File: src/rtl/core/keypad_latch_toggle_engine_defines.svh
// Assertion macros for the keypad latch and toggle engine.
`ifndef KEYPAD_LATCH_TOGGLE_ENGINE_DEFINES_SVH
`define KEYPAD_LATCH_TOGGLE_ENGINE_DEFINES_SVH

`ifndef SYNTH
`define KLTE_ASSERT_SAME(label, clk, rstn, ante, cons) \
  label: assert property (@(posedge clk) disable iff (!rstn) (ante) |-> (cons)) \
    else $error("keypad engine check failed");
`define KLTE_ASSERT_NEXT(label, clk, rstn, ante, cons) \
  label: assert property (@(posedge clk) disable iff (!rstn) (ante) |=> (cons)) \
    else $error("keypad engine check failed");
`else
`define KLTE_ASSERT_SAME(label, clk, rstn, ante, cons)
`define KLTE_ASSERT_NEXT(label, clk, rstn, ante, cons)
`endif

`endif

File: src/rtl/core/klte_pkg.sv
// Types and constants shared by the keypad latch and toggle engine.
package klte_pkg;

  localparam int unsigned ButtonsDefault = 12;
  localparam int unsigned ButtonsMax     = 12;

  localparam int unsigned KindW    = 3;
  localparam int unsigned FrameIdW = 11;
  localparam int unsigned KeyW     = 12;
  localparam int unsigned IndexW   = 4;
  localparam int unsigned LedCodeW = 4;
  localparam int unsigned NodeIdW  = 7;
  localparam int unsigned ModesW   = 24;
  localparam int unsigned LedWordW = 24;
  localparam int unsigned GreenOfs = 12;
  localparam int unsigned CfgIdxW  = 2;

  localparam logic [FrameIdW-1:0] KeyFrameBase = 11'h180;
  localparam logic [FrameIdW-1:0] LedFrameBase = 11'h200;
  localparam logic [NodeIdW-1:0]  NodeIdReset  = 7'h15;

  typedef enum logic [KindW-1:0] {
    KindFrame  = 3'd0,
    KindRead   = 3'd1,
    KindUnlock = 3'd2,
    KindSetLed = 3'd3,
    KindLed    = 3'd4
  } klte_kind_e;

  typedef enum logic [1:0] {
    ModePlain   = 2'd0,
    ModeLatch   = 2'd1,
    ModeToggle  = 2'd2,
    ModeSetOnly = 2'd3
  } klte_mode_e;

  typedef enum logic [CfgIdxW-1:0] {
    CfgNodeId     = 2'd0,
    CfgLatchModes = 2'd1
  } klte_cfg_e;

  typedef struct packed {
    logic [KindW-1:0]    kind;
    logic [FrameIdW-1:0] frame_id;
    logic [KeyW-1:0]     key_bits;
    logic [IndexW-1:0]   button_index;
    logic [LedCodeW-1:0] led_code;
    logic                want_batch;
  } klte_item_t;

  typedef struct packed {
    logic                button_value;
    logic [LedCodeW-1:0] led_value;
    logic [LedWordW-1:0] led_word;
    logic [FrameIdW-1:0] led_msg_id;
    logic                frame_taken;
  } klte_result_t;

endpackage

File: src/rtl/core/klte_ifs.sv
// Channel interfaces of the keypad engine: input items, results, configuration.
interface klte_in_if;
  import klte_pkg::*;
  logic                valid;
  logic                ready;
  logic [KindW-1:0]    kind;
  logic [FrameIdW-1:0] frame_id;
  logic [KeyW-1:0]     key_bits;
  logic [IndexW-1:0]   button_index;
  logic [LedCodeW-1:0] led_code;
  logic                want_batch;

  modport source (output valid, kind, frame_id, key_bits, button_index, led_code,
                  want_batch, input ready);
  modport sink   (input valid, kind, frame_id, key_bits, button_index, led_code,
                  want_batch, output ready);
endinterface

interface klte_out_if;
  import klte_pkg::*;
  logic                valid;
  logic                ready;
  logic                button_value;
  logic [LedCodeW-1:0] led_value;
  logic [LedWordW-1:0] led_word;
  logic [FrameIdW-1:0] led_msg_id;
  logic                frame_taken;

  modport source (output valid, button_value, led_value, led_word, led_msg_id,
                  frame_taken, input ready);
  modport sink   (input valid, button_value, led_value, led_word, led_msg_id,
                  frame_taken, output ready);
endinterface

interface klte_cfg_if;
  import klte_pkg::*;
  logic               valid;
  logic               ready;
  logic [CfgIdxW-1:0] index;
  logic [ModesW-1:0]  data;

  modport source (output valid, index, data, input ready);
  modport sink   (input valid, index, data, output ready);
endinterface

File: src/rtl/core/keypad_latch_toggle_engine.sv
// Keypad latch and toggle engine: button state, latch modes and led codes.
//
// Channels: in_i takes items (frame, button read, unlock, led set, led read or
// batch), out_o returns exactly one result per item, cfg_i writes node_id
// (index 0) and latch_modes (index 1). All use valid/ready; a transfer
// happens on a rising edge with both high. cfg_i is always ready; the user
// must write it only while no item is in flight; the block does not enforce it.
// An accepted item enters the input register, then moves to the result
// register, from which out_o shows it. Throughput: one item per cycle while
// out_o is not held off; the input and result registers each hold one item,
// and all buttons update in parallel in the logic between them.
// Stall: while out_o is held off, the result register keeps its item and the
// input register may still take one more; in_i.ready then drops until out_o
// drains.
// Reset: rst_ni clears the pipeline, raw keys, button states, toggle arms and
// led codes, sets node_id to 21 and all latch modes to plain.
`include "keypad_latch_toggle_engine_defines.svh"

module keypad_latch_toggle_engine #(
  parameter int unsigned BUTTONS = klte_pkg::ButtonsDefault
) (
  input  logic            clk_i,
  input  logic            rst_ni,
  klte_in_if.sink         in_i,
  klte_out_if.source      out_o,
  klte_cfg_if.sink        cfg_i
);
  import klte_pkg::*;

  logic                 s1_valid_q, s1_valid_d;
  klte_item_t           s1_item_q, s1_item_d;
  logic                 s1_adv;
  logic                 out_valid_q, out_valid_d;
  klte_result_t         res_q, res_d;

  logic [NodeIdW-1:0]   node_id_q, node_id_d;
  logic [ModesW-1:0]    modes_q, modes_d;
  logic [BUTTONS-1:0]   raw_q, raw_d;
  logic [BUTTONS-1:0]   held_q, held_d;
  logic [BUTTONS-1:0]   armed_q, armed_d;
  logic [LedCodeW-1:0]  led_q [BUTTONS];
  logic [LedCodeW-1:0]  led_d [BUTTONS];

  logic                 idx_ok;
  logic [BUTTONS-1:0]   hit;
  logic                 match;
  klte_mode_e           mode;

  assign s1_adv     = !out_valid_q || out_o.ready;
  assign in_i.ready = !s1_valid_q || s1_adv;
  assign cfg_i.ready = 1'b1;

  assign out_o.valid        = out_valid_q;
  assign out_o.button_value = res_q.button_value;
  assign out_o.led_value    = res_q.led_value;
  assign out_o.led_word     = res_q.led_word;
  assign out_o.led_msg_id   = res_q.led_msg_id;
  assign out_o.frame_taken  = res_q.frame_taken;

  // input register
  always_comb begin
    s1_valid_d = s1_valid_q;
    s1_item_d  = s1_item_q;
    if (in_i.ready) begin
      s1_valid_d = in_i.valid;
      s1_item_d  = '{kind: in_i.kind, frame_id: in_i.frame_id, key_bits: in_i.key_bits,
                     button_index: in_i.button_index, led_code: in_i.led_code,
                     want_batch: in_i.want_batch};
    end
  end

  // configuration
  always_comb begin
    node_id_d = node_id_q;
    modes_d   = modes_q;
    if (cfg_i.valid) begin
      unique case (klte_cfg_e'(cfg_i.index))
        CfgNodeId:     node_id_d = cfg_i.data[NodeIdW-1:0];
        CfgLatchModes: modes_d   = cfg_i.data;
        default:       ;
      endcase
    end
  end

  // item work
  always_comb begin
    raw_d       = raw_q;
    held_d      = held_q;
    armed_d     = armed_q;
    led_d       = led_q;
    res_d       = res_q;
    out_valid_d = out_valid_q;
    mode        = ModePlain;
    idx_ok      = s1_item_q.button_index < IndexW'(BUTTONS);
    match       = s1_item_q.frame_id == (KeyFrameBase + FrameIdW'(node_id_q));
    for (int i = 0; i < BUTTONS; i++) begin
      hit[i] = idx_ok && (s1_item_q.button_index == IndexW'(i));
    end

    if (s1_adv) begin
      out_valid_d = s1_valid_q;
      res_d       = '0;
      if (s1_valid_q) begin
        unique case (klte_kind_e'(s1_item_q.kind))
          KindFrame: begin
            if (match) begin
              res_d.frame_taken = 1'b1;
              for (int i = 0; i < BUTTONS; i++) begin
                mode = klte_mode_e'(modes_q[2*i +: 2]);
                if (s1_item_q.key_bits[i]) begin
                  raw_d[i] = 1'b1;
                  if (mode != ModeToggle) begin
                    held_d[i] = 1'b1;
                  end else if (!armed_q[i]) begin
                    armed_d[i] = 1'b1;
                    held_d[i]  = !held_q[i];
                  end
                end else begin
                  raw_d[i] = 1'b0;
                  if (mode == ModePlain) begin
                    held_d[i] = 1'b0;
                  end
                  armed_d[i] = 1'b0;
                end
              end
            end
          end
          KindRead: begin
            res_d.button_value = |(held_q & hit);
            for (int i = 0; i < BUTTONS; i++) begin
              if (hit[i] && (klte_mode_e'(modes_q[2*i +: 2]) == ModeLatch)) begin
                held_d[i] = raw_q[i];
              end
            end
          end
          KindUnlock: begin
            held_d = (held_q & ~hit) | (raw_q & hit);
          end
          KindSetLed: begin
            for (int i = 0; i < BUTTONS; i++) begin
              if (hit[i]) begin
                led_d[i] = s1_item_q.led_code;
              end
            end
          end
          KindLed: begin
            if (s1_item_q.want_batch) begin
              for (int i = 0; i < BUTTONS; i++) begin
                res_d.led_word[i]            = led_q[i][0];
                res_d.led_word[GreenOfs + i] = led_q[i][2];
              end
              res_d.led_msg_id = LedFrameBase + FrameIdW'(node_id_q);
            end else begin
              for (int i = 0; i < BUTTONS; i++) begin
                if (hit[i]) begin
                  res_d.led_value = led_q[i];
                end
              end
            end
          end
          default: ;
        endcase
      end
    end
  end

  always_ff @(posedge clk_i or negedge rst_ni) begin
    if (!rst_ni) begin
      s1_valid_q  <= 1'b0;
      out_valid_q <= 1'b0;
      node_id_q   <= NodeIdReset;
      modes_q     <= '0;
      raw_q       <= '0;
      held_q      <= '0;
      armed_q     <= '0;
      for (int i = 0; i < BUTTONS; i++) begin
        led_q[i] <= '0;
      end
    end else begin
      s1_valid_q  <= s1_valid_d;
      out_valid_q <= out_valid_d;
      node_id_q   <= node_id_d;
      modes_q     <= modes_d;
      raw_q       <= raw_d;
      held_q      <= held_d;
      armed_q     <= armed_d;
      led_q       <= led_d;
    end
  end

  always_ff @(posedge clk_i) begin
    s1_item_q <= s1_item_d;
    res_q     <= res_d;
  end

  `KLTE_ASSERT_SAME(a_armed_needs_raw, clk_i, rst_ni, 1'b1, (armed_q & ~raw_q) == '0)
  `KLTE_ASSERT_SAME(a_full_take_moves, clk_i, rst_ni,
                    in_i.valid && in_i.ready && s1_valid_q, s1_adv)
  `KLTE_ASSERT_SAME(a_frame_result_clean, clk_i, rst_ni, out_valid_q && res_q.frame_taken,
                    res_q.led_msg_id == '0 && res_q.led_word == '0 &&
                    res_q.led_value == '0 && !res_q.button_value)
  `KLTE_ASSERT_NEXT(a_result_from_stage, clk_i, rst_ni, s1_valid_q && s1_adv, out_valid_q)

endmodule

File: src/flat_wrapper.sv
// flat-port wrapper written by rule: the top's interface ports become plain ports
module keypad_latch_toggle_engine_flat import klte_pkg::*;
#(
  parameter int unsigned BUTTONS = klte_pkg::ButtonsDefault
)
  (clk_i, rst_ni, in_i_valid, in_i_kind, in_i_frame_id, in_i_key_bits, in_i_button_index, in_i_led_code, in_i_want_batch, in_i_ready, out_o_valid, out_o_button_value, out_o_led_value, out_o_led_word, out_o_led_msg_id, out_o_frame_taken, out_o_ready, cfg_i_valid, cfg_i_index, cfg_i_data, cfg_i_ready);
  klte_in_if in_i_i ();
  klte_out_if out_o_i ();
  klte_cfg_if cfg_i_i ();
  input  logic clk_i;
  input  logic rst_ni;
  input wire logic [$bits(in_i_i.valid)-1:0] in_i_valid;
  input wire logic [$bits(in_i_i.kind)-1:0] in_i_kind;
  input wire logic [$bits(in_i_i.frame_id)-1:0] in_i_frame_id;
  input wire logic [$bits(in_i_i.key_bits)-1:0] in_i_key_bits;
  input wire logic [$bits(in_i_i.button_index)-1:0] in_i_button_index;
  input wire logic [$bits(in_i_i.led_code)-1:0] in_i_led_code;
  input wire logic [$bits(in_i_i.want_batch)-1:0] in_i_want_batch;
  output wire logic [$bits(in_i_i.ready)-1:0] in_i_ready;
  output wire logic [$bits(out_o_i.valid)-1:0] out_o_valid;
  output wire logic [$bits(out_o_i.button_value)-1:0] out_o_button_value;
  output wire logic [$bits(out_o_i.led_value)-1:0] out_o_led_value;
  output wire logic [$bits(out_o_i.led_word)-1:0] out_o_led_word;
  output wire logic [$bits(out_o_i.led_msg_id)-1:0] out_o_led_msg_id;
  output wire logic [$bits(out_o_i.frame_taken)-1:0] out_o_frame_taken;
  input wire logic [$bits(out_o_i.ready)-1:0] out_o_ready;
  input wire logic [$bits(cfg_i_i.valid)-1:0] cfg_i_valid;
  input wire logic [$bits(cfg_i_i.index)-1:0] cfg_i_index;
  input wire logic [$bits(cfg_i_i.data)-1:0] cfg_i_data;
  output wire logic [$bits(cfg_i_i.ready)-1:0] cfg_i_ready;
  assign in_i_i.valid = in_i_valid;
  assign in_i_i.kind = in_i_kind;
  assign in_i_i.frame_id = in_i_frame_id;
  assign in_i_i.key_bits = in_i_key_bits;
  assign in_i_i.button_index = in_i_button_index;
  assign in_i_i.led_code = in_i_led_code;
  assign in_i_i.want_batch = in_i_want_batch;
  assign in_i_ready = in_i_i.ready;
  assign out_o_valid = out_o_i.valid;
  assign out_o_button_value = out_o_i.button_value;
  assign out_o_led_value = out_o_i.led_value;
  assign out_o_led_word = out_o_i.led_word;
  assign out_o_led_msg_id = out_o_i.led_msg_id;
  assign out_o_frame_taken = out_o_i.frame_taken;
  assign out_o_i.ready = out_o_ready;
  assign cfg_i_i.valid = cfg_i_valid;
  assign cfg_i_i.index = cfg_i_index;
  assign cfg_i_i.data = cfg_i_data;
  assign cfg_i_ready = cfg_i_i.ready;
  keypad_latch_toggle_engine #(.BUTTONS(BUTTONS)) u_core (.clk_i(clk_i), .rst_ni(rst_ni), .in_i(in_i_i), .out_o(out_o_i), .cfg_i(cfg_i_i));
endmodule
File: config.mk
export PLATFORM = sky130hd
export DESIGN_NAME = keypad_latch_toggle_engine_flat
export DESIGN_NICKNAME = d
export VERILOG_FILES = /design/src/rtl/core/klte_pkg.sv /design/src/rtl/core/klte_ifs.sv /design/src/rtl/core/keypad_latch_toggle_engine.sv /design/src/flat_wrapper.sv
export VERILOG_INCLUDE_DIRS = /design/src /design/src/rtl/core
export SDC_FILE = /design/constraint.sdc
export NUM_CORES = 1
export LEC_CHECK = 0
export ABC_AREA = 1
export BUFFER_PORTS_ARGS = -buffer_cell sky130_fd_sc_hd__buf_2
export CAP_MARGIN = 20
export CORE_MARGIN = 3
export CORE_UTILIZATION = 48
export DETAILED_ROUTE_END_ITERATION = 6
export PLACE_DENSITY = 0.75
export SKIP_LAST_GASP = 1
export SLEW_MARGIN = 5
export SYNTH_ARGS = -nofsm -noshare
export SYNTH_HDL_FRONTEND = slang
export SYNTH_SLANG_ARGS = --single-unit
File: constraint.sdc
create_clock -name clk_i -period 4.15 [get_ports clk_i]
set_input_delay 0.6225 -clock clk_i [delete_from_list [all_inputs] [get_ports clk_i]]
set_output_delay 0.6225 -clock clk_i [all_outputs]
set_load 0.02 [all_outputs]
# ---- Yosys cells after proc, flatten, opt, wreduce, memory -nomap -nowiden
# Cells that the tools add are included.
dict set report op_classes {
  n_reduce_logical 100
  n_bitwise 7
  n_eq_ne 90
  addsub 2
  magnitude_cmp 1
  n_mux 111
}
# cell n
set op_table {}
lappend op_table {{2-to-1 mux 1 bit} 97}
lappend op_table {{AND reduction 7 bit} 12}
lappend op_table {{AND reduction 5 bit} 12}
lappend op_table {{AND reduction 4 bit} 13}
lappend op_table {{2-to-1 mux 4 bit} 12}
lappend op_table {{!= test 2 bit, second input constant} 24}
lappend op_table {{!= test 4 bit, second input constant} 12}
lappend op_table {{AND 12 bit} 3}
lappend op_table {{!= test 3 x 1 -> 1 bit, second input constant} 12}
lappend op_table {{one-hot mux 12 bit (3 select lines)} 1}
lappend op_table {{equality test 2 x 1 -> 1 bit, second input constant} 13}
lappend op_table {{logical NOT 2 bit} 13}
lappend op_table {{!= test 2 x 1 -> 1 bit, second input constant} 13}
lappend op_table {{logical AND 1 bit} 24}
lappend op_table {{equality test 4 x 3 -> 1 bit, second input constant} 4}
lappend op_table {{equality test 4 bit, second input constant} 4}
lappend op_table {{logical NOT 1 bit} 14}
lappend op_table {{2-to-1 mux 12 bit} 1}
lappend op_table {{inverter 12 bit} 1}
lappend op_table {{OR 12 bit} 1}
lappend op_table {{OR reduction 12 bit} 1}
lappend op_table {{adder 10 x 7 -> 11 bit, first input constant} 1}
lappend op_table {{equality test 11 bit} 1}
lappend op_table {{adder 9 x 7 -> 10 bit, first input constant} 1}
lappend op_table {{other kinds (14)} 21}
dict set report totals {
  out_inout_bits 44
  regBits 193
  wordCells 363
  input_bits 66
}

# ---- Longest topological paths before layout
# Gate-level depths: netlist of run 1.
dict set report logic_depth {
  word_depth 14
  depth_mapped 11
  mapped_depth_nobuf 11
}

# ---- Worst setup path after synthesis of run 1
# Ideal clock, no wire load.
dict set report synth_path {
  path_kind {in2out}
  from {in out_o_ready}
  to {out in_i_ready}
  slack_ps 1944
  path_buffers 0
  arrival_ps 1584
  path_stages 2
  path_cell_list {nor2_1 -> nand2_1}
}
dict set report synth_between {
  elab_chain_len 2
}
# item line_no
set synth_rtl {}
lappend synth_rtl {{start: declaration} flat_wrapper.sv:26} ;# input wire logic [$bits(out_o_i.ready)-1:0] out_o_ready;
lappend synth_rtl {{logical OR 1 bit} keypad_latch_toggle_engine.sv:49} ;# assign s1_adv = !out_valid_q || out_o.ready;
lappend synth_rtl {{logical OR 1 bit} keypad_latch_toggle_engine.sv:50} ;# assign in_i.ready = !s1_valid_q || s1_adv;
lappend synth_rtl {{end: declaration} flat_wrapper.sv:19} ;# output wire logic [$bits(in_i_i.ready)-1:0] in_i_ready;
# Every way passes these cells.

# ---- Worst setup path in the final report of run 1
dict set report layout_path {
  from {reg u_core.s1_item_q[34] (netlist bit)}
  to {reg u_core.held_q[4]}
}
dict set report layout_between {
  elab_chain_len 3
}
# item line_no
set layout_rtl {}
lappend layout_rtl {{start: declaration} keypad_latch_toggle_engine.sv:31} ;# klte_item_t s1_item_q, s1_item_d;
lappend layout_rtl {{start signal: assignment} keypad_latch_toggle_engine.sv:192} ;# s1_item_q <= s1_item_d;
lappend layout_rtl {{equality test 3 x 1 -> 1 bit (tied with other cells)} keypad_latch_toggle_engine.sv:104} ;# unique case (klte_kind_e'(s1_item_q.kind))
lappend layout_rtl {{!= test 2 x 1 -> 1 bit (no line) (tied with other cells)} -}
lappend layout_rtl {{AND reduction 7 bit (no line)} -}
lappend layout_rtl {{end signal: assignment} keypad_latch_toggle_engine.sv:185} ;# held_q <= held_d;
lappend layout_rtl {{end: declaration} keypad_latch_toggle_engine.sv:39} ;# logic [BUTTONS-1:0] held_q, held_d;
# Several ways; a longest one is shown, not always the timed one.
# A chain may end at the register's enable or synchronous reset.

==> impl_results.md, run 1 <==
- Final core utilization: 0.5683
- Die width: 139.5 um
- R2R Path End: u_core.held_q[4]
- First-pass DRT Iterations: 7
- Seq cells post-synth: 190
- Tcrit/Tclk final: 0.5770
- Worst skew pair latency: 0.44 ns
- Via/cell ratio: 5.278
- Post-CTS Setup Repair Bufs: 0
- Yosys cell types: 36
- Max-Slew Margin vs Limit: 0.3614
- Floorplan row count: 48
- # Max-Cap Violations: 0
- Hold Violations, Final: 0
- Post-route DRC: 0
- Fill cells: 1540
- WS Path Type: flop to flop
- IO Count: 110
- Hold_buf cts: 0
- Main synth FF type: dfrtp_1
- Area Growth Syn to Fin: 15.21%
- Critical Path End Type: flop
- Fraction of layout cells with a size suffix above 1: 0.1629
- CP startpoint kind: flop
- CP Depth: 6
- DR WL/cell: 15.25 um
- WHS: 0.3093 ns
- Die H: 139.5 um
- CP Buf/Inv Count: 1
- HPWL after detailed placement: 13.70 mm
- Slew @ Worst Pin: 0.9579 ns
- Clk slew on worst S/H paths: 0.07 ns
- First-pass GRT wire length: 32.33 mm
- Total length of routed wires: 19.54 mm
- Largest delay share family, worst path: simple AND/OR/NAND/NOR gates
- Fmax: 0.4176 GHz
- R2R Setup Slk: 1.76 ns
- Cells after synthesis: 939
- Total congestion overflow: 0
- Vias in the first global route: 6493
- Ant. Diodes: 0
- DIE AREA: 19470 um2
- Count leader, synth: nand2_1
- Crit-path most repeated cell: a211oi_1
- Initial core utilization: 0.4932
- CP Data Required Time: 4.47 ns
- Peak supply drop: 325.6 uV
- Port bufs: 105
- Worst hold path class: primary input to async pin
- Synth area leader: dfrtp_1
- Remaining antenna violation count after routing: 0
- Pre-CTS setup slack: 1.624 ns
- Crit path cell chain: inv_1, nand3_1, nand2_1, a211oi_1, a211oi_1, o21ai_1
- Sequential area share after synthesis: 0.5985
- Main area contributors after synthesis: dfrtp_1, edfxtp_1, nand2_1, inv_1, o21ai_0
- Longest Clk Path Bufs: 2
- Reg-to-Reg Start: u_core.s1_item_q[34]
- Core area: 17360 um2
- Ys async rst share: 0.6158
- Power Density: 458.0 nW/um2
- Mapped Area: 8561 um2
- Nets: 1109
- Final Max Tran Viols: 0
- GRT Overall Usage: 0.2071
- Commonest cells in the netlist: nand2_1, inv_1, nor2_1
- Clock sink total: 190
- Count of final setup violators: 0
- Setup TNS: 0 ns
- Number of synthesized flops with an enable pin: 73
- Top-area cell type share of the netlist area: 0.3332
- DR iter-0 viols: 498
- H-tree depth: 4
- Slowest cell on crit path: nand2_1
- Post-CTS resize count: 0
- Clk_skew: 0.008394 ns
- Crit path max fanout: 13
- Syn Area/Cell: 9.117 um2
- WP data arrival: 2.71 ns
- Status: finished, final reports clean
- Crit path time final: 2.395 ns
- Total number of vias: 6761
- Num CTS Buffers: 17
- RSZ-0062 raised after global routing: false
- CTS tree: done
- Max stage delay on crit path: 0.67 ns
- YS warnings: 0
- Worst setup margin: 1.755 ns
- Leakage: 4.562 nW
- GPL Wtd Cong: 0.8592
- Largest net degree at the start of global routing: 74
- Worst r2r path cells: 6
- Initial antenna violation count: 0
- CTS Root Cell: clkbuf_16
-- through the flow --
stage / total power [mW] / instances / cell area [um2]
after detailed placement: 2.886 / 1248 / 9259
after floorplan: 2.682 / 941 / 8568
after global routing: 4.713 / 1281 / 9863
final: 4.517 / 1281 / 9863
after global placement: 2.862 / 1248 / 9259
after CTS: 4.535 / 1280 / 9858
-- area by class of cell --
type / count / area [um2] / share of cell area
flip-flops and latches: 190 / 5124 / 0.5195
multi-input cells: 574 / 2728 / 0.2765
repair buffers: 111 / 570.5 / 0.05785
inverters: 149 / 560.5 / 0.05683
clock buffers: 18 / 429.2 / 0.04351
well taps: 225 / 281.5 / 0.02854
clock inverters: 14 / 170.2 / 0.01725
-- sequential cells by signal, summed over array words and instances, names as in the netlist --
| register | count |
|---|---|
| u_core.out_o.button_value | 1 |
| u_core.out_o.frame_taken | 1 |
| u_core.out_o.valid | 1 |
| u_core.held_q | 12 |
| u_core.modes_q | 24 |
| u_core.out_o.led_value | 4 |
| u_core.out_o.led_msg_id | 8 |
| u_core.led_q | 48 |
| u_core.s1_item_q | 35 |
| u_core.raw_q | 12 |
| u_core.node_id_q | 7 |
| u_core.out_o.led_word | 24 |
| u_core.armed_q | 12 |
| u_core.s1_valid_q | 1 |
-- cells by family (layout without fill, tap and decap cells) --
kind of cell,after synthesis,after routing,share of synthesized area
simple gates,372,372,0.1833
compound gates,193,193,0.1279
flops,190,190,0.5985
buf+inv,177,292,0.08404
xor+xnor,4,4,0.004093
other cells,2,4,0.0008773
mux,1,1,0.001315
-- worst max-delay path by stage --
stage | from | slack, ns | to
after CTS | u_core.s1_item_q[34] | 1.75 | u_core.led_q[39]
after detailed placement | out_o_ready | 1.62 | u_core.raw_q[9]
after global routing | u_core.s1_item_q[34] | 1.61 | u_core.held_q[3]
after global placement | out_o_ready | 1.72 | u_core.raw_q[11]
final | u_core.s1_item_q[34] | 1.76 | u_core.held_q[4]
after floorplan | out_o_ready | 1.94 | in_i_ready
-- report_power, final --
| group | internal, mW | total [mW] | switching, mW |
|---|---|---|---|
| combinational | 0.189 | 0.554 | 0.365 |
| sequential | 2.16 | 2.31 | 0.150 |
| clock | 0.947 | 1.66 | 0.710 |
| total | 3.29 | 4.52 | 1.23 |
-- cell usage in the layout, fill, tap and decap left out, types with 2 or more instances in the layout --
master      instances
a211oi_1           36
a21oi_1            35
a221oi_1            5
buf_2             104
buf_4               6
bufinv_16           3
clkbuf_16          17
clkinv_1            2
clkinv_2            3
clkinv_4            4
clkinvlp_4          3
conb_1              4
dfrtp_1           114
dfstp_2             3
edfxtp_1           73
inv_1             139
inv_2               8
nand2_1           183
nand2_4             2
nand3_1            26
nand4_1            11
nor2_1            122
nor2_2              6
nor2_4              5
nor3_1             10
o21ai_0            95
o21ai_1            12
o22ai_1             7
or2_0               2
xnor2_1             2
xor2_1              2
-- routing by layer --
metal | vias to the layer above | share of wire | global-route usage
met5 | - | 0 | 0
met4 | 0 | 0.026 | 0.08567
met2 | 242 | 0.49 | 0.3389
met1 | 3213 | 0.42 | 0.2716
li1 | 3264 | - | -
met3 | 42 | 0.061 | 0.04227
Power figures use the tool's default switching activity.
==> run 2, diff against run 1 <==
clock period = 2.22 ns   (was 4.15 ns; I/O delays follow)
==> run 2 against run 1 <==
Effect of this change: utilization increased by 0.72 points; first-iteration DRC count grew 40%; highest routed layer unchanged; critical path depth up 1; via count up 0.90%; sequential power is 87% higher; combinational power is 93% higher; clock power grew 94%; wire length is 5.6% higher; clock-buffer cell count rose by 3; setup slack worse by 1.6 ns; flip-flop and latch count did not move.
==> impl_results.md, run 2 (synthesized netlist as in run 1, its figures left out) <==
- Total Power: 8.617 mW (+91%)
- Num CTS Buffers: 17 (unchanged)
- Final non-filler cell total: 1293 (+0.94%)
- Core area: 17360 um2 (unchanged)
- Post-CTS resize count: 0 (unchanged)
- Total number of vias: 6822 (+0.90%)
- DIE AREA: 19470 um2 (unchanged)
- Worst skew pair latency: 0.44 ns (about the same)
- Post-CTS Setup Repair Bufs: 0 (unchanged)
- Largest registers: u_core.led_q x48, u_core.s1_item_q x35
- Longest Clk Path Bufs: 2 (unchanged)
- Commonest cells after routing, fill and taps aside: nand2_1, inv_1, nor2_1
- Die width: 139.5 um (unchanged)
- Crit path max fanout: 12 (-1)
- GRT Overall Usage: 0.2159 (+0.008770)
- Setup TNS: 0 ns (unchanged)
- CTS Root Cell: clkbuf_16
- Status: finished, final reports clean
- Hold Crit Start: in_i_led_code[1]
- Fraction of layout cells with a size suffix above 1: 0.1704 (+0.007533)
- Leakage: 4.631 nW (+1.5%)
- HPWL after detailed placement: 14.48 mm (+5.7%)
- Initial antenna violation count: 0 (unchanged)
- Crit-path most repeated cell: nand2_1
- Clk slew on worst S/H paths: 0.07 ns (about the same)
- Count of final setup violators: 0 (unchanged)
- RSZ-0062 raised after global routing: false
- H-tree depth: 4 (unchanged)
- CP Buf/Inv Count: 1 (unchanged)
- Port bufs: 105 (unchanged)
- Max stage delay on crit path: 0.51 ns (-0.16 ns)
- Final Max Tran Viols: 0 (unchanged)
- Clock sink total: 190 (unchanged)
- # Max-Cap Violations: 0 (unchanged)
- Slew @ Worst Pin: 0.8077 ns (-0.1502 ns)
- Remaining antenna violation count after routing: 0 (unchanged)
- Floorplan row count: 48 (unchanged)
- Slowest cell on crit path: dfrtp_1
- DR WL/cell: 15.97 um (+4.7%)
- DR iter-0 viols: 697 (+40%)
- WS Path Type: flop to flop
- IO Count: 110 (unchanged)
- GPL Wtd Cong: 0.8619 (+0.31%)
- Largest delay share family, worst path: compound AO/OA/AOI/OAI gates
- Placed insts: 1260 (+0.96%)
- Critical Path End Type: flop
- Commonest non-fill, non-tap cell in the layout: nand2_1
- First-pass DRT Iterations: 6 (-1)
- Die H: 139.5 um (unchanged)
- CP Data Required Time: 2.54 ns (-1.93 ns)
- Nets: 1121 (+1.1%)
- Total congestion overflow: 0 (unchanged)
- Ant. Diodes: 0 (unchanged)
- Area Growth Syn to Fin: 16.68%
- First-pass GRT wire length: 33.15 mm (+2.6%)
- Largest net degree at the start of global routing: 50 (-32%)
- Critical path origin: u_core.s1_valid_q
- Max FFs per register: 48 (unchanged)
- Peak supply drop: 586.0 uV (+80%)
- WP data arrival: 2.43 ns (-0.28 ns)
- Hold_buf cts: 1 (+1)
- Most flop-heavy register: u_core.led_q
- Post-route DRC: 0 (unchanged)
- Clk_skew: 0.008152 ns (-0.0002427 ns)
- Crit path time final: 2.105 ns (-0.2900 ns)
- Tcrit/Tclk final: 0.9481 (+0.3710)
- CP startpoint kind: flop
- Worst hold path class: primary input to flop
- Initial core utilization: 0.4932 (unchanged)
- Total length of routed wires: 20.64 mm (+5.6%)
- Hold Violations, Final: 0 (unchanged)
- Via/cell ratio: 5.276 (about the same)
- Crit path cell chain: inv_2, nor2_2, o211ai_2, a221oi_1, nand2_1, nand2_1, o21ai_1
- Vias in the first global route: 6505 (+0.18%)
- Fmax: 0.4751 GHz (+14%)
- CTS tree: done
- Max-Slew Margin vs Limit: 0.4600 (+0.09857)
- Power Density: 862.7 nW/um2 (+88%)
- Reg-to-Reg Start: u_core.s1_valid_q
run 2: where the power goes:
group / total, mW / switching, mW / leakage (nW) / internal, mW
clock network: 3.22 / 1.31 / 0.293 / 1.91
registers: 4.32 / 0.293 / 2.22 / 4.03
logic: 1.07 / 0.699 / 2.12 / 0.371
total: 8.62 / 2.31 / 4.63 / 6.31
run 2: worst paths after layout:
path                                  endpoint  cells past startpoint  slack [ns]
min                        u_core.s1_item_q[2]                      1        0.07
min reg2reg                   u_core.led_q[23]                      2        0.49
max in group asynchronous  u_core.node_id_q[2]                      3        1.15
max                           u_core.held_q[0]                      7        0.12
max reg2reg                   u_core.held_q[0]                      7        0.12
min in group asynchronous   u_core.armed_q[11]                      2        0.38
run 2: layer usage:
layer	vias to the layer above	track usage	part of all wire
li1	3294	-	-
met1	3224	0.2873	0.43
met2	260	0.3575	0.48
met3	44	0.03883	0.065
met4	0	0.08006	0.025
met5	-	0	0
run 2: area by class of cell:
class | instances | area, um2
clock buffer | 21 | 450.4
clock inverter | 11 | 166.4
fill | 1505 | 7368
inverter | 149 | 560.5
multi-input combinational | 574 | 2728
sequential | 190 | 5124
tap | 225 | 281.5
timing repair buffer | 123 | 678.2
run 2: worst register-to-register path, delay by kind of cell, from the launching register on:
family / cells / cell delay (ns)
compound gates: 3 / 0.86
simple gates: 3 / 0.50
buf+inv: 1 / 0.12
flops: 1 / 0.51
run 2: stage by stage:
step / hold WS (ns) / setup slack, ns / utilization / area, um2
6_report: 0.06738 / 0.1153 / 0.5755 / 9988
5_1_grt: 0.05238 / 0.03124 / 0.5755 / 9988
4_1_cts: 0.05471 / 0.1963 / 0.5755 / 9988
3_5_place_dp: 0.3085 / 0.3654 / 0.5394 / 9361
3_3_place_gp: 0.3088 / 0.3726 / 0.5394 / 9361
2_1_floorplan: 0.03741 / 0.1706 / - / 8568
==> run 3, diff against run 2 <==
CTS_BUF_LIST = sky130_fd_sc_hd__clkbuf_2   (was not set)
==> run 3 against run 2 <==
Effect of this change: fmax is 3.6% higher; setup slack improved by 0.073 ns; non-clock buffer count is 62 higher; clock skew grew 0.041 ns; sequential power about the same; die area did not move.
==> impl_results.md, run 3 (synthesized netlist as in run 1, its figures left out) <==
- Status: finished, final reports clean
- WP data arrival: 1.70 ns (-0.73 ns)
- Total length of routed wires: 20.78 mm (+0.65%)
- # Max-Cap Violations: 0 (unchanged)
- Die H: 139.5 um (unchanged)
- Max-Slew Margin vs Limit: 0.4627 (+0.002693)
- Tcrit/Tclk final: 0.9150 (-0.03311)
- Final core utilization: 0.5921 (+0.01665)
- Max stage delay on crit path: 0.41 ns (-0.10 ns)
- Via/cell ratio: 5.173 (-2.0%)
- HPWL after detailed placement: 14.48 mm (unchanged)
- Peak supply drop: 518.9 uV (-11%)
- CP Data Required Time: 1.89 ns (-0.65 ns)
- RSZ-0062 raised after global routing: false
- DIE AREA: 19470 um2 (unchanged)
- First-pass GRT wire length: 33.81 mm (+2.0%)
- Worst hold path class: primary input to flop
- Area Growth Syn to Fin: 20.05%
- Fin area: 10280 um2 (+2.9%)
- Floorplan row count: 48 (unchanged)
- Die width: 139.5 um (unchanged)
- WHS: 0.02204 ns (-0.04535 ns)
- Commonest non-fill, non-tap cell in the layout: nand2_1
- First-pass DRT Iterations: 5 (-1)
- DR WL/cell: 15.32 um (-4.0%)
- Crit path max fanout: 3 (-9)
- Power Density: 718.2 nW/um2 (-17%)
- GPL Wtd Cong: 0.8619 (unchanged)
- Largest registers: u_core.led_q x48, u_core.s1_item_q x35
- Max FFs per register: 48 (unchanged)
- GRT Overall Usage: 0.2194 (+0.003473)
- Remaining antenna violation count after routing: 0 (unchanged)
- Clk_skew: 0.04908 ns (+0.04093 ns)
- Worst skew pair latency: 0.79 ns (+0.35 ns)
- Clock sink total: 190 (unchanged)
- Post-route DRC: 0 (unchanged)
- Slew @ Worst Pin: 0.8037 ns (-0.004028 ns)
- Count of final setup violators: 0 (unchanged)
- IO Count: 110 (unchanged)
- CTS tree: done
- Fill cells: 1490 (-1.0%)
- CP startpoint kind: flop
- Largest net degree at the start of global routing: 50 (unchanged)
- Fmax: 0.4923 GHz (+3.6%)
- DR iter-0 viols: 710 (+1.9%)
- Initial antenna violation count: 1 (+1)
- Hold Violations, Final: 0 (unchanged)
- Total number of vias: 7014 (+2.8%)
- Clk slew on worst S/H paths: 0.25 ns (+0.18 ns)
- WS Path Type: flop to primary output
- Slowest cell on crit path: dfrtp_1
- Longest Clk Path Bufs: 2 (unchanged)
- Core area: 17360 um2 (unchanged)
- Num CTS Buffers: 17 (unchanged)
- Initial core utilization: 0.4932 (unchanged)
- Port bufs: 105 (unchanged)
- CTS Root Cell: clkbuf_2
- Crit path cell chain: inv_1, nor2_2, nand2_2, buf_2
- Leakage: 4.760 nW (+2.8%)
- Fraction of layout cells with a size suffix above 1: 0.1646 (-0.005810)
- Total congestion overflow: 0 (unchanged)
- Post-CTS Setup Repair Bufs: 0 (unchanged)
- Most flop-heavy register: u_core.led_q
- Setup TNS: 0 ns (unchanged)
- Placed inst area: 9361 um2 (unchanged)
- Vias in the first global route: 6718 (+3.3%)
- Nets: 1183 (+5.5%)
- Commonest cells after routing, fill and taps aside: nand2_1, inv_1, nor2_1
- H-tree depth: 4 (unchanged)
- Crit path time final: 2.031 ns (-0.07349 ns)
- Final Max Tran Viols: 0 (unchanged)
- Critical Path End Type: primary output
run 3: where the power goes:
part / internal [mW] / total (mW) / switching (mW)
registers: 4.03 / 4.32 / 0.293
clock network: 0.744 / 1.91 / 1.16
logic: 0.447 / 1.16 / 0.708
run 3: cell type report:
class	count	area, um2	share of cell area
Timing Repair Buffer	185	1309	0.1273
Antenna cell	1	2.502	0.0002435
Inverter	149	560.5	0.05454
Clock buffer	20	100.1	0.009739
Tap cell	225	281.5	0.02739
Clock inverter	12	170.2	0.01656
Multi-Input combinational cell	574	2730	0.2656
Sequential cell	190	5124	0.4985
run 3: final timing paths:
| kind | from | endpoint | slack [ns] | cells after the start |
|---|---|---|---|---|
| max in group asynchronous | rst_ni | u_core.node_id_q[2] | 1.79 | 3 |
| max | u_core.out_o.valid | in_i_ready | 0.19 | 4 |
| min reg2reg | u_core.led_q[23] | u_core.led_q[23] | 0.52 | 2 |
| max reg2reg | u_core.s1_valid_q | u_core.held_q[0] | 0.22 | 7 |
| min | out_o_ready | u_core.armed_q[2] | 0.02 | 6 |
| min in group asynchronous | rst_ni | u_core.node_id_q[4] | 0.09 | 2 |
run 3: repair_timing:
item	4_1_cts	5_1_grt
hold buffers	63	0
endpoints found under the hold margin	183	0
resized for setup	0	1
endpoints found under the setup margin	0	1
run 3: per-stage QoR:
| step | setup WS [ns] | power (mW) | cells |
|---|---|---|---|
| global placement | 0.3726 | 5.390 | 1260 |
| detailed placement | 0.3654 | 5.437 | 1260 |
| finish | 0.1888 | 7.381 | 1356 |
| floorplan | 0.1706 | 5.014 | 941 |
| global route | 0.04759 | 7.731 | 1356 |
| CTS | 0.007860 | 7.408 | 1355 |
run 3: routing by layer:
metal,GRT usage,vias to the layer above,wire (um)
li1,-,3419,-
met1,0.2945,3300,8928
met2,0.3616,255,10140
met3,0.03952,40,1246
met4,0.07904,0,468
met5,0,-,0
run 3: worst max-delay path, delay by kind of cell, from the launching register on:
family	cells	cell delay (ns)
flip-flops	1	0.41
AND/OR/NAND/NOR	2	0.29
buffers and inverters	2	0.23
